[config.mk]
export PLATFORM = sky130hd
export DESIGN_NAME = magic_length_crc_frame_parser
export DESIGN_NICKNAME = d
export VERILOG_FILES = /design/src/rtl/mlcfp_pkg.sv /design/src/rtl/mlcfp_ram.sv /design/src/rtl/mlcfp_dp.sv /design/src/rtl/mlcfp_ctrl.sv /design/src/rtl/magic_length_crc_frame_parser.sv
export VERILOG_INCLUDE_DIRS = /design/src /design/src/rtl
export SDC_FILE = /design/constraint.sdc
export NUM_CORES = 1
export LEC_CHECK = 0
export BUFFER_PORTS_ARGS = -buffer_cell sky130_fd_sc_hd__buf_2
export CORE_UTILIZATION = 60
export CTS_BUF_LIST = sky130_fd_sc_hd__clkbuf_4 sky130_fd_sc_hd__clkbuf_8
export DETAILED_ROUTE_END_ITERATION = 8
export GPL_TIMING_DRIVEN = 0
export PLACE_DENSITY_LB_ADDON = 0.1
export SLEW_MARGIN = 15
export SYNTH_ARGS = -nofsm -noshare
export SYNTH_HDL_FRONTEND = slang
export SYNTH_HIERARCHICAL = 1
export SYNTH_SLANG_ARGS = --single-unit
[constraint.sdc]
create_clock -name clk -period 6.29 [get_ports clk]
set_input_delay 1.258 -clock clk [delete_from_list [all_inputs] [get_ports clk]]
set_output_delay 1.258 -clock clk [all_outputs]
set_load 0.05 [all_outputs]
[src/rtl/magic_length_crc_frame_parser_defines.svh]
// assertion macros for the frame parser
// used at the end of the top level; expects clk and rst_n in scope
`ifndef MAGIC_LENGTH_CRC_FRAME_PARSER_DEFINES_SVH
`define MAGIC_LENGTH_CRC_FRAME_PARSER_DEFINES_SVH

// same-cycle implication
`define MLCFP_ASSERT_IMPL(lbl, ante, cons, msg) \
  lbl: assert property (@(posedge clk) disable iff (!rst_n) (ante) |-> (cons)) else $error(msg);

// next-cycle implication
`define MLCFP_ASSERT_NEXT(lbl, ante, cons, msg) \
  lbl: assert property (@(posedge clk) disable iff (!rst_n) (ante) |=> (cons)) else $error(msg);

`endif

[src/rtl/mlcfp_pkg.sv]
// shared types, codes and the crc step for the frame parser
// no dependencies
package mlcfp_pkg;

  localparam int MAX_PAYLOAD_DEF  = 64;
  localparam int WINDOW_DEPTH_DEF = 128;
  localparam int RESULT_CAP       = 64;

  localparam logic [1:0] CFG_MAGIC_FIRST  = 2'd0;
  localparam logic [1:0] CFG_MAGIC_SECOND = 2'd1;
  localparam logic [1:0] CFG_MAX_LEN      = 2'd2;

  localparam logic [7:0] MAGIC_FIRST_RST  = 8'hA5;
  localparam logic [7:0] MAGIC_SECOND_RST = 8'h5A;
  localparam logic [6:0] MAX_LEN_RST      = 7'd64;

  localparam logic [1:0] EV_PAYLOAD = 2'd0;
  localparam logic [1:0] EV_EMPTY   = 2'd1;
  localparam logic [1:0] EV_LEN_ERR = 2'd2;
  localparam logic [1:0] EV_CRC_ERR = 2'd3;

  localparam logic [2:0] OFF_HOLD  = 3'd0;
  localparam logic [2:0] OFF_ZERO  = 3'd1;
  localparam logic [2:0] OFF_TWO   = 3'd2;
  localparam logic [2:0] OFF_THREE = 3'd3;
  localparam logic [2:0] OFF_INC   = 3'd4;

  localparam logic [2:0] DROP_NONE  = 3'd0;
  localparam logic [2:0] DROP_PREV  = 3'd1;
  localparam logic [2:0] DROP_TAIL  = 3'd2;
  localparam logic [2:0] DROP_ONE   = 3'd3;
  localparam logic [2:0] DROP_FRAME = 3'd4;

  localparam logic [15:0] CRC_INIT = 16'hFFFF;
  localparam logic [15:0] CRC_POLY = 16'hA001;

  typedef struct packed {
    logic       wr_in;
    logic       clr_n;
    logic [2:0] off_op;
    logic       rd;
    logic       prev_upd;
    logic       len_ld;
    logic       crc_init;
    logic       crc_upd;
    logic       rxlo_ld;
    logic       emit;
    logic [1:0] emit_kind;
    logic [2:0] drop;
  } cmd_t;

  typedef struct packed {
    logic fill_zero;
    logic fill_lt3;
    logic pair_hit;
    logic scan_more;
    logic len_bad;
    logic frame_short;
    logic budget_full;
    logic frame_over;
    logic off_at_end;
    logic crc_ok;
    logic len_zero;
    logic out_free;
  } stat_t;

  function automatic logic [15:0] crc16_step(input logic [15:0] crc, input logic [7:0] data);
    logic [15:0] c;
    c = crc ^ {8'h00, data};
    for (int b = 0; b < 8; b++) begin
      c = c[0] ? ((c >> 1) ^ CRC_POLY) : (c >> 1);
    end
    return c;
  endfunction

endpackage

[src/rtl/mlcfp_ram.sv]
// generic simple dual-port ram, one write and one registered read port
// no dependencies
module mlcfp_ram #(
  parameter int WIDTH = 8,
  parameter int DEPTH = 128
) (
  input  logic                     clk,
  input  logic                     we,
  input  logic [$clog2(DEPTH)-1:0] waddr,
  input  logic [WIDTH-1:0]         wdata,
  input  logic                     re,
  input  logic [$clog2(DEPTH)-1:0] raddr,
  output logic [WIDTH-1:0]         rdata
);

  logic [WIDTH-1:0] mem [DEPTH];
  logic [WIDTH-1:0] rdata_r;

  always_ff @(posedge clk) begin
    if (we) begin
      mem[waddr] <= wdata;
    end
    if (re) begin
      rdata_r <= mem[raddr];
    end
  end

  assign rdata = rdata_r;

endmodule

[src/rtl/mlcfp_dp.sv]
// datapath: config registers, circular byte window, crc, counters, output register
// depends on mlcfp_pkg and mlcfp_ram
module mlcfp_dp #(
  parameter int MAX_PAYLOAD  = mlcfp_pkg::MAX_PAYLOAD_DEF,
  parameter int WINDOW_DEPTH = mlcfp_pkg::WINDOW_DEPTH_DEF
) (
  input  logic               clk,
  input  logic               rst_n,
  input  logic               cfg_we,
  input  logic [1:0]         cfg_index,
  input  logic [7:0]         cfg_wdata,
  input  logic [7:0]         in_byte,
  input  mlcfp_pkg::cmd_t    cmd,
  output mlcfp_pkg::stat_t   stat,
  output logic               out_valid,
  input  logic               out_ready,
  output logic [1:0]         out_kind,
  output logic [7:0]         out_byte,
  output logic [6:0]         out_len,
  output logic               out_last
);
  import mlcfp_pkg::*;

  localparam int AW = $clog2(WINDOW_DEPTH);
  localparam int CW = $clog2(WINDOW_DEPTH + 1);
  localparam int EW = (CW > 9) ? CW + 1 : 10;
  localparam int CAP_A = (MAX_PAYLOAD < WINDOW_DEPTH - 5) ? MAX_PAYLOAD : WINDOW_DEPTH - 5;
  localparam int LIM_CAP = (CAP_A < RESULT_CAP) ? CAP_A : RESULT_CAP;

  logic [7:0]    magic_first_r, magic_second_r;
  logic [6:0]    max_len_r;
  logic [AW-1:0] head_r, head_nxt;
  logic [CW-1:0] fill_r, fill_nxt;
  logic [CW-1:0] off_r, off_nxt;
  logic          prev_mf_r;
  logic [7:0]    len_r;
  logic [15:0]   crc_r;
  logic [7:0]    rxlo_r;
  logic [6:0]    n_r;
  logic          out_valid_r;
  logic [1:0]    kind_r;
  logic [7:0]    byte_r;
  logic [6:0]    olen_r;
  logic          last_r;

  logic [7:0]    rdata;
  logic [7:0]    lim;
  logic [CW-1:0] drop_amt;
  logic [AW-1:0] waddr, raddr;
  logic          out_free;

  function automatic logic [AW-1:0] wrap_add(input logic [AW-1:0] a, input logic [CW-1:0] b);
    logic [CW:0] s;
    s = (CW+1)'(a) + (CW+1)'(b);
    if (s >= (CW+1)'(WINDOW_DEPTH)) begin
      s = s - (CW+1)'(WINDOW_DEPTH);
    end
    return s[AW-1:0];
  endfunction

  assign waddr = wrap_add(head_r, fill_r);
  assign raddr = wrap_add(head_r, off_r);

  mlcfp_ram #(.WIDTH(8), .DEPTH(WINDOW_DEPTH)) u_win (
    .clk   (clk),
    .we    (cmd.wr_in && (fill_r < CW'(WINDOW_DEPTH))),
    .waddr (waddr),
    .wdata (in_byte),
    .re    (cmd.rd),
    .raddr (raddr),
    .rdata (rdata)
  );

  assign lim = ({1'b0, max_len_r} < 8'(LIM_CAP)) ? {1'b0, max_len_r} : 8'(LIM_CAP);
  assign out_free = !out_valid_r || out_ready;

  always_comb begin
    stat.fill_zero   = (fill_r == '0);
    stat.fill_lt3    = (fill_r < CW'(3));
    stat.pair_hit    = (off_r != '0) && prev_mf_r && (rdata == magic_second_r);
    stat.scan_more   = (EW'(off_r) + EW'(1)) < EW'(fill_r);
    stat.len_bad     = rdata > lim;
    stat.frame_short = EW'(fill_r) < (EW'(rdata) + EW'(5));
    stat.budget_full = n_r >= 7'(RESULT_CAP);
    stat.frame_over  = (9'(n_r) + ((len_r == '0) ? 9'd1 : 9'(len_r))) > 9'(RESULT_CAP);
    stat.off_at_end  = EW'(off_r) == (EW'(len_r) + EW'(2));
    stat.crc_ok      = {rdata, rxlo_r} == crc_r;
    stat.len_zero    = (len_r == '0);
    stat.out_free    = out_free;
  end

  always_comb begin
    case (cmd.drop)
      DROP_PREV:  drop_amt = off_r - CW'(1);
      DROP_TAIL:  drop_amt = (rdata == magic_first_r) ? fill_r - CW'(1) : fill_r;
      DROP_ONE:   drop_amt = CW'(1);
      DROP_FRAME: drop_amt = CW'(len_r) + CW'(5);
      default:    drop_amt = '0;
    endcase
  end

  always_comb begin
    head_nxt = wrap_add(head_r, drop_amt);
    fill_nxt = fill_r - drop_amt;
    if (cmd.wr_in && (fill_r < CW'(WINDOW_DEPTH))) begin
      fill_nxt = fill_r + CW'(1);
    end
  end

  always_comb begin
    case (cmd.off_op)
      OFF_ZERO:  off_nxt = '0;
      OFF_TWO:   off_nxt = CW'(2);
      OFF_THREE: off_nxt = CW'(3);
      OFF_INC:   off_nxt = off_r + CW'(1);
      default:   off_nxt = off_r;
    endcase
  end

  always_ff @(posedge clk) begin
    if (!rst_n) begin
      magic_first_r  <= MAGIC_FIRST_RST;
      magic_second_r <= MAGIC_SECOND_RST;
      max_len_r      <= MAX_LEN_RST;
      head_r         <= '0;
      fill_r         <= '0;
      off_r          <= '0;
      n_r            <= '0;
      out_valid_r    <= 1'b0;
    end else begin
      if (cfg_we) begin
        case (cfg_index)
          CFG_MAGIC_FIRST:  magic_first_r  <= cfg_wdata;
          CFG_MAGIC_SECOND: magic_second_r <= cfg_wdata;
          CFG_MAX_LEN:      max_len_r      <= cfg_wdata[6:0];
          default:          ;
        endcase
      end
      head_r <= head_nxt;
      fill_r <= fill_nxt;
      off_r  <= off_nxt;
      if (cmd.clr_n) begin
        n_r <= '0;
      end else if (cmd.emit) begin
        n_r <= n_r + 7'd1;
      end
      if (cmd.emit) begin
        out_valid_r <= 1'b1;
      end else if (out_ready) begin
        out_valid_r <= 1'b0;
      end
    end
  end

  always_ff @(posedge clk) begin
    if (cmd.prev_upd) begin
      prev_mf_r <= (rdata == magic_first_r);
    end
    if (cmd.len_ld) begin
      len_r <= rdata;
    end
    if (cmd.crc_init) begin
      crc_r <= CRC_INIT;
    end else if (cmd.crc_upd) begin
      crc_r <= crc16_step(crc_r, rdata);
    end
    if (cmd.rxlo_ld) begin
      rxlo_r <= rdata;
    end
    if (cmd.emit) begin
      kind_r <= cmd.emit_kind;
      byte_r <= (cmd.emit_kind == EV_PAYLOAD) ? rdata : 8'h00;
      olen_r <= ((cmd.emit_kind == EV_PAYLOAD) || (cmd.emit_kind == EV_EMPTY)) ?
                len_r[6:0] : 7'd0;
      last_r <= (cmd.emit_kind != EV_PAYLOAD) || stat.off_at_end;
    end
  end

  assign out_valid = out_valid_r;
  assign out_kind  = kind_r;
  assign out_byte  = byte_r;
  assign out_len   = olen_r;
  assign out_last  = last_r;

endmodule

[src/rtl/mlcfp_ctrl.sv]
// controller: sequences scan, length check, crc, trailer check and emit
// depends on mlcfp_pkg
module mlcfp_ctrl (
  input  logic             clk,
  input  logic             rst_n,
  input  logic             in_valid,
  output logic             in_ready,
  input  mlcfp_pkg::stat_t stat,
  output mlcfp_pkg::cmd_t  cmd
);
  import mlcfp_pkg::*;

  localparam logic [3:0] S_IDLE       = 4'd0;
  localparam logic [3:0] S_SCAN_RD    = 4'd1;
  localparam logic [3:0] S_SCAN_CHK   = 4'd2;
  localparam logic [3:0] S_HDR        = 4'd3;
  localparam logic [3:0] S_LEN_CHK    = 4'd4;
  localparam logic [3:0] S_CRC_RD     = 4'd5;
  localparam logic [3:0] S_CRC_UPD    = 4'd6;
  localparam logic [3:0] S_TLO_RD     = 4'd7;
  localparam logic [3:0] S_TLO        = 4'd8;
  localparam logic [3:0] S_THI        = 4'd9;
  localparam logic [3:0] S_EMIT_LEN   = 4'd10;
  localparam logic [3:0] S_EMIT_CRC   = 4'd11;
  localparam logic [3:0] S_EMIT_EMPTY = 4'd12;
  localparam logic [3:0] S_PAY_RD     = 4'd13;
  localparam logic [3:0] S_PAY_EMIT   = 4'd14;

  logic [3:0] state_r, state_nxt;

  assign in_ready = (state_r == S_IDLE);

  always_comb begin
    state_nxt = state_r;
    cmd       = '0;
    case (state_r)
      S_IDLE: begin
        if (in_valid) begin
          cmd.wr_in  = 1'b1;
          cmd.clr_n  = 1'b1;
          cmd.off_op = OFF_ZERO;
          state_nxt  = S_SCAN_RD;
        end
      end
      S_SCAN_RD: begin
        if (stat.fill_zero) begin
          state_nxt = S_IDLE;
        end else begin
          cmd.rd    = 1'b1;
          state_nxt = S_SCAN_CHK;
        end
      end
      S_SCAN_CHK: begin
        cmd.prev_upd = 1'b1;
        if (stat.pair_hit) begin
          cmd.drop   = DROP_PREV;
          cmd.off_op = OFF_TWO;
          state_nxt  = S_HDR;
        end else if (stat.scan_more) begin
          cmd.off_op = OFF_INC;
          state_nxt  = S_SCAN_RD;
        end else begin
          // no pair: keep only a trailing first magic byte
          cmd.drop  = DROP_TAIL;
          state_nxt = S_IDLE;
        end
      end
      S_HDR: begin
        if (stat.fill_lt3) begin
          state_nxt = S_IDLE;
        end else begin
          cmd.rd    = 1'b1;
          state_nxt = S_LEN_CHK;
        end
      end
      S_LEN_CHK: begin
        cmd.len_ld = 1'b1;
        if (stat.len_bad) begin
          state_nxt = stat.budget_full ? S_IDLE : S_EMIT_LEN;
        end else if (stat.frame_short) begin
          state_nxt = S_IDLE;
        end else begin
          cmd.crc_init = 1'b1;
          state_nxt    = S_CRC_RD;
        end
      end
      S_CRC_RD: begin
        cmd.rd    = 1'b1;
        state_nxt = S_CRC_UPD;
      end
      S_CRC_UPD: begin
        cmd.crc_upd = 1'b1;
        cmd.off_op  = OFF_INC;
        state_nxt   = stat.off_at_end ? S_TLO_RD : S_CRC_RD;
      end
      S_TLO_RD: begin
        cmd.rd     = 1'b1;
        cmd.off_op = OFF_INC;
        state_nxt  = S_TLO;
      end
      S_TLO: begin
        cmd.rxlo_ld = 1'b1;
        cmd.rd      = 1'b1;
        state_nxt   = S_THI;
      end
      S_THI: begin
        if (!stat.crc_ok) begin
          state_nxt = stat.budget_full ? S_IDLE : S_EMIT_CRC;
        end else if (stat.frame_over) begin
          state_nxt = S_IDLE;
        end else if (stat.len_zero) begin
          state_nxt = S_EMIT_EMPTY;
        end else begin
          cmd.off_op = OFF_THREE;
          state_nxt  = S_PAY_RD;
        end
      end
      S_EMIT_LEN, S_EMIT_CRC: begin
        if (stat.out_free) begin
          cmd.emit      = 1'b1;
          cmd.emit_kind = (state_r == S_EMIT_LEN) ? EV_LEN_ERR : EV_CRC_ERR;
          cmd.drop      = DROP_ONE;
          cmd.off_op    = OFF_ZERO;
          state_nxt     = S_SCAN_RD;
        end
      end
      S_EMIT_EMPTY: begin
        if (stat.out_free) begin
          cmd.emit      = 1'b1;
          cmd.emit_kind = EV_EMPTY;
          cmd.drop      = DROP_FRAME;
          cmd.off_op    = OFF_ZERO;
          state_nxt     = S_SCAN_RD;
        end
      end
      S_PAY_RD: begin
        cmd.rd    = 1'b1;
        state_nxt = S_PAY_EMIT;
      end
      S_PAY_EMIT: begin
        if (stat.out_free) begin
          cmd.emit      = 1'b1;
          cmd.emit_kind = EV_PAYLOAD;
          if (stat.off_at_end) begin
            cmd.drop   = DROP_FRAME;
            cmd.off_op = OFF_ZERO;
            state_nxt  = S_SCAN_RD;
          end else begin
            cmd.off_op = OFF_INC;
            state_nxt  = S_PAY_RD;
          end
        end
      end
      default: begin
        state_nxt = S_IDLE;
      end
    endcase
  end

  always_ff @(posedge clk) begin
    if (!rst_n) begin
      state_r <= S_IDLE;
    end else begin
      state_r <= state_nxt;
    end
  end

endmodule

[src/rtl/magic_length_crc_frame_parser.sv]
// Length-prefixed frame parser with CRC-16/Modbus check.
// in_*: one received byte per beat. The byte goes into a circular window
// held in a RAM; the parser then rescans the window from its front for the
// magic pair, checks the length byte and, once a whole frame is present,
// runs the crc over length and payload, one RAM read per byte.
// out_*: one event per beat: payload bytes of a good frame (tlast on the
// final one), an empty-frame event, or a length or crc error event.
// cfg_*: register writes; the user must write only while the parser is idle,
// which the block itself does not enforce. Each step is one RAM read followed by
// use of the read data: for each scanned window byte, the length check, each crc
// byte, the trailer bytes and each payload byte. After every error or empty event
// and the final payload byte the window is rescanned from its front; a short
// frame ends the parse right after the length check. in_tready is high only
// while the parser waits for the next byte, so bytes are taken one parse at a time.
// Reset clears the window to empty and loads the register reset values.
// A stalled receiver holds the pending event in the output register and the
// parser waits at its next event until that beat is taken.
module magic_length_crc_frame_parser #(
  parameter int MAX_PAYLOAD  = mlcfp_pkg::MAX_PAYLOAD_DEF,
  parameter int WINDOW_DEPTH = mlcfp_pkg::WINDOW_DEPTH_DEF
) (
  input  logic        clk,
  input  logic        rst_n,
  input  logic        cfg_we,
  input  logic [1:0]  cfg_index,
  input  logic [7:0]  cfg_wdata,
  input  logic        in_tvalid,
  output logic        in_tready,
  input  logic [7:0]  in_tdata,   // [7:0] in_byte
  output logic        out_tvalid,
  input  logic        out_tready,
  output logic [15:0] out_tdata,  // [7:0] out_byte, [14:8] payload_length, [15] zero
  output logic [1:0]  out_tuser,  // [1:0] event_kind
  output logic        out_tlast
);
  import mlcfp_pkg::*;

  cmd_t       cmd;
  stat_t      stat;
  logic [7:0] obyte;
  logic [6:0] olen;

  mlcfp_ctrl u_ctrl (
    .clk      (clk),
    .rst_n    (rst_n),
    .in_valid (in_tvalid),
    .in_ready (in_tready),
    .stat     (stat),
    .cmd      (cmd)
  );

  mlcfp_dp #(
    .MAX_PAYLOAD  (MAX_PAYLOAD),
    .WINDOW_DEPTH (WINDOW_DEPTH)
  ) u_dp (
    .clk       (clk),
    .rst_n     (rst_n),
    .cfg_we    (cfg_we),
    .cfg_index (cfg_index),
    .cfg_wdata (cfg_wdata),
    .in_byte   (in_tdata),
    .cmd       (cmd),
    .stat      (stat),
    .out_valid (out_tvalid),
    .out_ready (out_tready),
    .out_kind  (out_tuser),
    .out_byte  (obyte),
    .out_len   (olen),
    .out_last  (out_tlast)
  );

  assign out_tdata = {1'b0, olen, obyte};

`include "magic_length_crc_frame_parser_defines.svh"

  `MLCFP_ASSERT_NEXT(a_busy_after_accept, in_tvalid && in_tready, !in_tready, "ready after accept")
  `MLCFP_ASSERT_IMPL(a_emit_into_free, cmd.emit, stat.out_free, "emit into a full output register")
  `MLCFP_ASSERT_IMPL(a_err_is_last, out_tvalid && (out_tuser == EV_LEN_ERR || out_tuser == EV_CRC_ERR), out_tlast && (out_tdata == 16'h0000), "bad error event")

endmodule

==> results.ini <==
[final_layout]
n_fill_cell = 5189
nets = 2877
design_area_um2 = 53500
area_growth_pct = 11.4
drive_gt1_share_pct = 27.1
final_util_pct = 67.6

[drt]
vias = 25400
drc_errors = 0
postRouteAntennaNets = 0
routed_wl_um = 116000
post_drt_wl_per_cell_um = 29.2
drt-initial-drc-count = 2404
post_drt_via_cell_ratio = 6.37
firstDrtPassIters = 6

[yosys]
synth_area_per_cell_um2 = 18.8
synth_cells = 2550
synth_ff_type = edfxtp_1
yosys_register_bits = 1141
synth.most_common_cell = edfxtp_1
synth_top_family_by_area = multiplexers
netlist_area_um2 = 48000
synth_top_area_cell = edfxtp_1
synth-simple-area-share_pct = 4.97
synth_commonest_cells = edfxtp_1, mux4_2, nor2_1, xnor2_1, nand2_1
synth_xor_area_share_pct = 2.35
synth.area.top_cells = edfxtp_1, mux4_2, dfxtp_1
synth_compound_gate_area_share_pct = 2.59
async_reset_ff_share_pct = 0
synth_cell_type_count = 85
synthMuxAreaShare_pct = 16.5
synth.top_cell.area_share_pct = 66.7
ys_warn_count = 6
synth-edff-count = 1067
seq_area_frac_synth_pct = 69.8
synth.net_count = 2643
synth_fa_ha_area_share_pct = 1.90

[sta]
finalClockSkew_ns = 0.0395
setup_violations = 0
whs_ns = 0.483
min_period_over_period_pct = 95.2
fin_crit_ns = 5.99
worst_slew_pin_slew_ns = 1.09
maxSlewViolCount = 0
hold_violations = 0
rsz0062_at_grt = no
clock.fmax_mhz = 167
slew_headroom_pct = 27.3
fin_tns_setup_ns = 0

[die]
die-height_um = 285
die_area_um2 = 81200
ios = 44
die_w_um = 285
coreArea_um2 = 79100
fp-row-count = 103
initial_utilization_pct = 60.7

[setup_path]
cp_slowest_cell = a2111o_2
cp-start-kind = flip-flop
crit_path_end_kind = flip-flop
cp_common_cell = o21a_1
path_class = flip-flop to flip-flop
crit_arrival_ns = 6.68
max_stage_delay_ns = 0.49
cp_max_fo = 8
cp.required_ns = 6.99

[grt]
met1_usage_pct = 38.5
globalRouteMet3Util_pct = 6.67
grt-ovfl-total = 0
grt_antenna_before_repair = 3
grt_pass1_wl_um = 170000
track_usage_pct = 29.4
use_met2_pct = 48.3
grt_pass1_vias = 25900
grt_max_degree = 97
top_usage_layer = met2

[clock_network]
cts_buffer_depth = 3
clk_latency_ns = 0.83
cts_root_buf = clkbuf_8
cts_buffers = 177
htreeDepth = 4
hold_buffers = 0
cts_tree = done
clkTransAtPathRegs_ns = 0.06
clkSinkCount = 1141

[placed_design]
port_buffers = 42
hpwlAfterDp_um = 78500
placed_cell_area_um2 = 49900
place.gp.congestion = 0.891

[status]
status = complete, no violations

[power]
power.density_nw_per_um2 = 388
ir_drop_uv = 245
total_power_w = 0.0208
leakage_nw = 17.1

[job]
maxCapViolations = 0

[hold_path]
hold_class = flip-flop to flip-flop

[state kept, by name, summed over array words and instances, names as in the netlist, 7 cells and up]
name / count
u_dp/head_r: 7
u_dp/u_win/rdata: 8
u_dp/n_r: 7
u_dp/len_r: 8
u_dp/crc_r: 16
u_dp/fill_r: 8
u_dp/out_len: 7
u_dp/max_len_r: 7
u_dp/magic_first_r: 8
u_dp/u_win/mem: 1024
u_dp/rxlo_r: 8
u_dp/magic_second_r: 8
u_dp/off_r: 8
u_dp/out_byte: 8
[stage by stage]
step / cells / worst slack (ns)
6_report: 3981 / 0.304
5_1_grt: 3981 / 0.0141
4_1_cts: 3976 / 0.0122
3_5_place_dp: 3651 / -0.697
3_3_place_gp: 3642 / -0.558
2_1_floorplan: 2550 / 0.546
[area by class of cell]
class	count	area, um2	share of cell area [%]
multi-input cells	1214	13700	25.7
inverters	52	196	0.367
repair buffers	56	507	0.947
diodes	1	2.50	0.00468
flip-flops and latches	1141	33500	62.7
plain buffers	142	727	1.36
well taps	1050	1310	2.46
clock buffers	224	2800	5.24
clock inverters	101	697	1.30
[per-layer routing]
metal	part of all wire (%)	vias to the layer above	wire, um
met2	50	1262	57900
li1	-	10800	-
met3	8.9	244	10400
met5	0	-	0
met1	37	13100	43400
met4	4.0	0	4670
[cells in the final DEF (no fill, tap or decap), types with 11 or more instances in the layout]
cell type / Yosys / final
clkbuf_8: 0 / 179
xor2_1: 37 / 37
mux2i_1: 25 / 25
clkbuf_4: 1 / 46
nor2b_1: 50 / 50
buf_4: 18 / 27
o21a_1: 19 / 19
buf_1: 20 / 19
clkinv_2: 1 / 26
and2_1: 17 / 17
nor2_1: 174 / 173
clkbuf_1: 74 / 61
a21o_1: 14 / 14
nor3_1: 31 / 21
nand2_1: 75 / 75
mux4_2: 336 / 336
xnor2_1: 77 / 77
dfxtp_1: 74 / 72
nand2b_1: 14 / 14
clkbuf_2: 0 / 11
clkinv_1: 0 / 56
a21oi_1: 42 / 41
nand3_1: 28 / 28
ha_1: 65 / 65
nor3_2: 2 / 12
buf_2: 20 / 55
edfxtp_1: 1067 / 1067
inv_1: 50 / 50
o21ai_0: 27 / 24
buf_6: 10 / 16
nand4_1: 16 / 16
[timing repair]
item / in CTS / in global routing
gates resized for setup: 7 / 21
pin swaps: 0 / 4
endpoints found under the setup margin: 5 / 11
buffers inserted: 0 / 5
[worst max-delay path, delay by kind of cell, from the launching register on]
kind	cells	cell delay (ns)
AO/OA/AOI/OAI	14	2.86
XOR/XNOR	1	0.16
adder cells (fa/ha/maj)	3	0.96
buffers and inverters	3	0.29
flip-flops	1	0.36
AND/OR/NAND/NOR	7	1.20
[final timing paths]
check                                            start                      to  slack, ns  cells after the start
worst max-delay path                     u_dp/off_r[0]          u_dp/fill_r[7]       0.30                     28
worst max register to register           u_dp/off_r[0]          u_dp/fill_r[7]       0.30                     28
worst min register to register  u_dp/magic_second_r[5]  u_dp/magic_second_r[5]       0.48                      2
worst min-delay path            u_dp/magic_second_r[5]  u_dp/magic_second_r[5]       0.48                      2
[cell families after synthesis]
kind of cell,after synthesis
XOR/XNOR,122
adder cells (fa/ha/maj),70
flip-flops,1141
buffers and inverters,195
AND/OR/NAND/NOR,474
other,1
multiplexers,369
AO/OA/AOI/OAI,178
[power by group]
part           internal (W)  total (W)  switching, W
registers           0.00860    0.00883      0.000233
clock network       0.00321    0.00611       0.00290
logic               0.00246    0.00584       0.00338
total                0.0143     0.0208       0.00652
(Power assumes the default switching activity.)
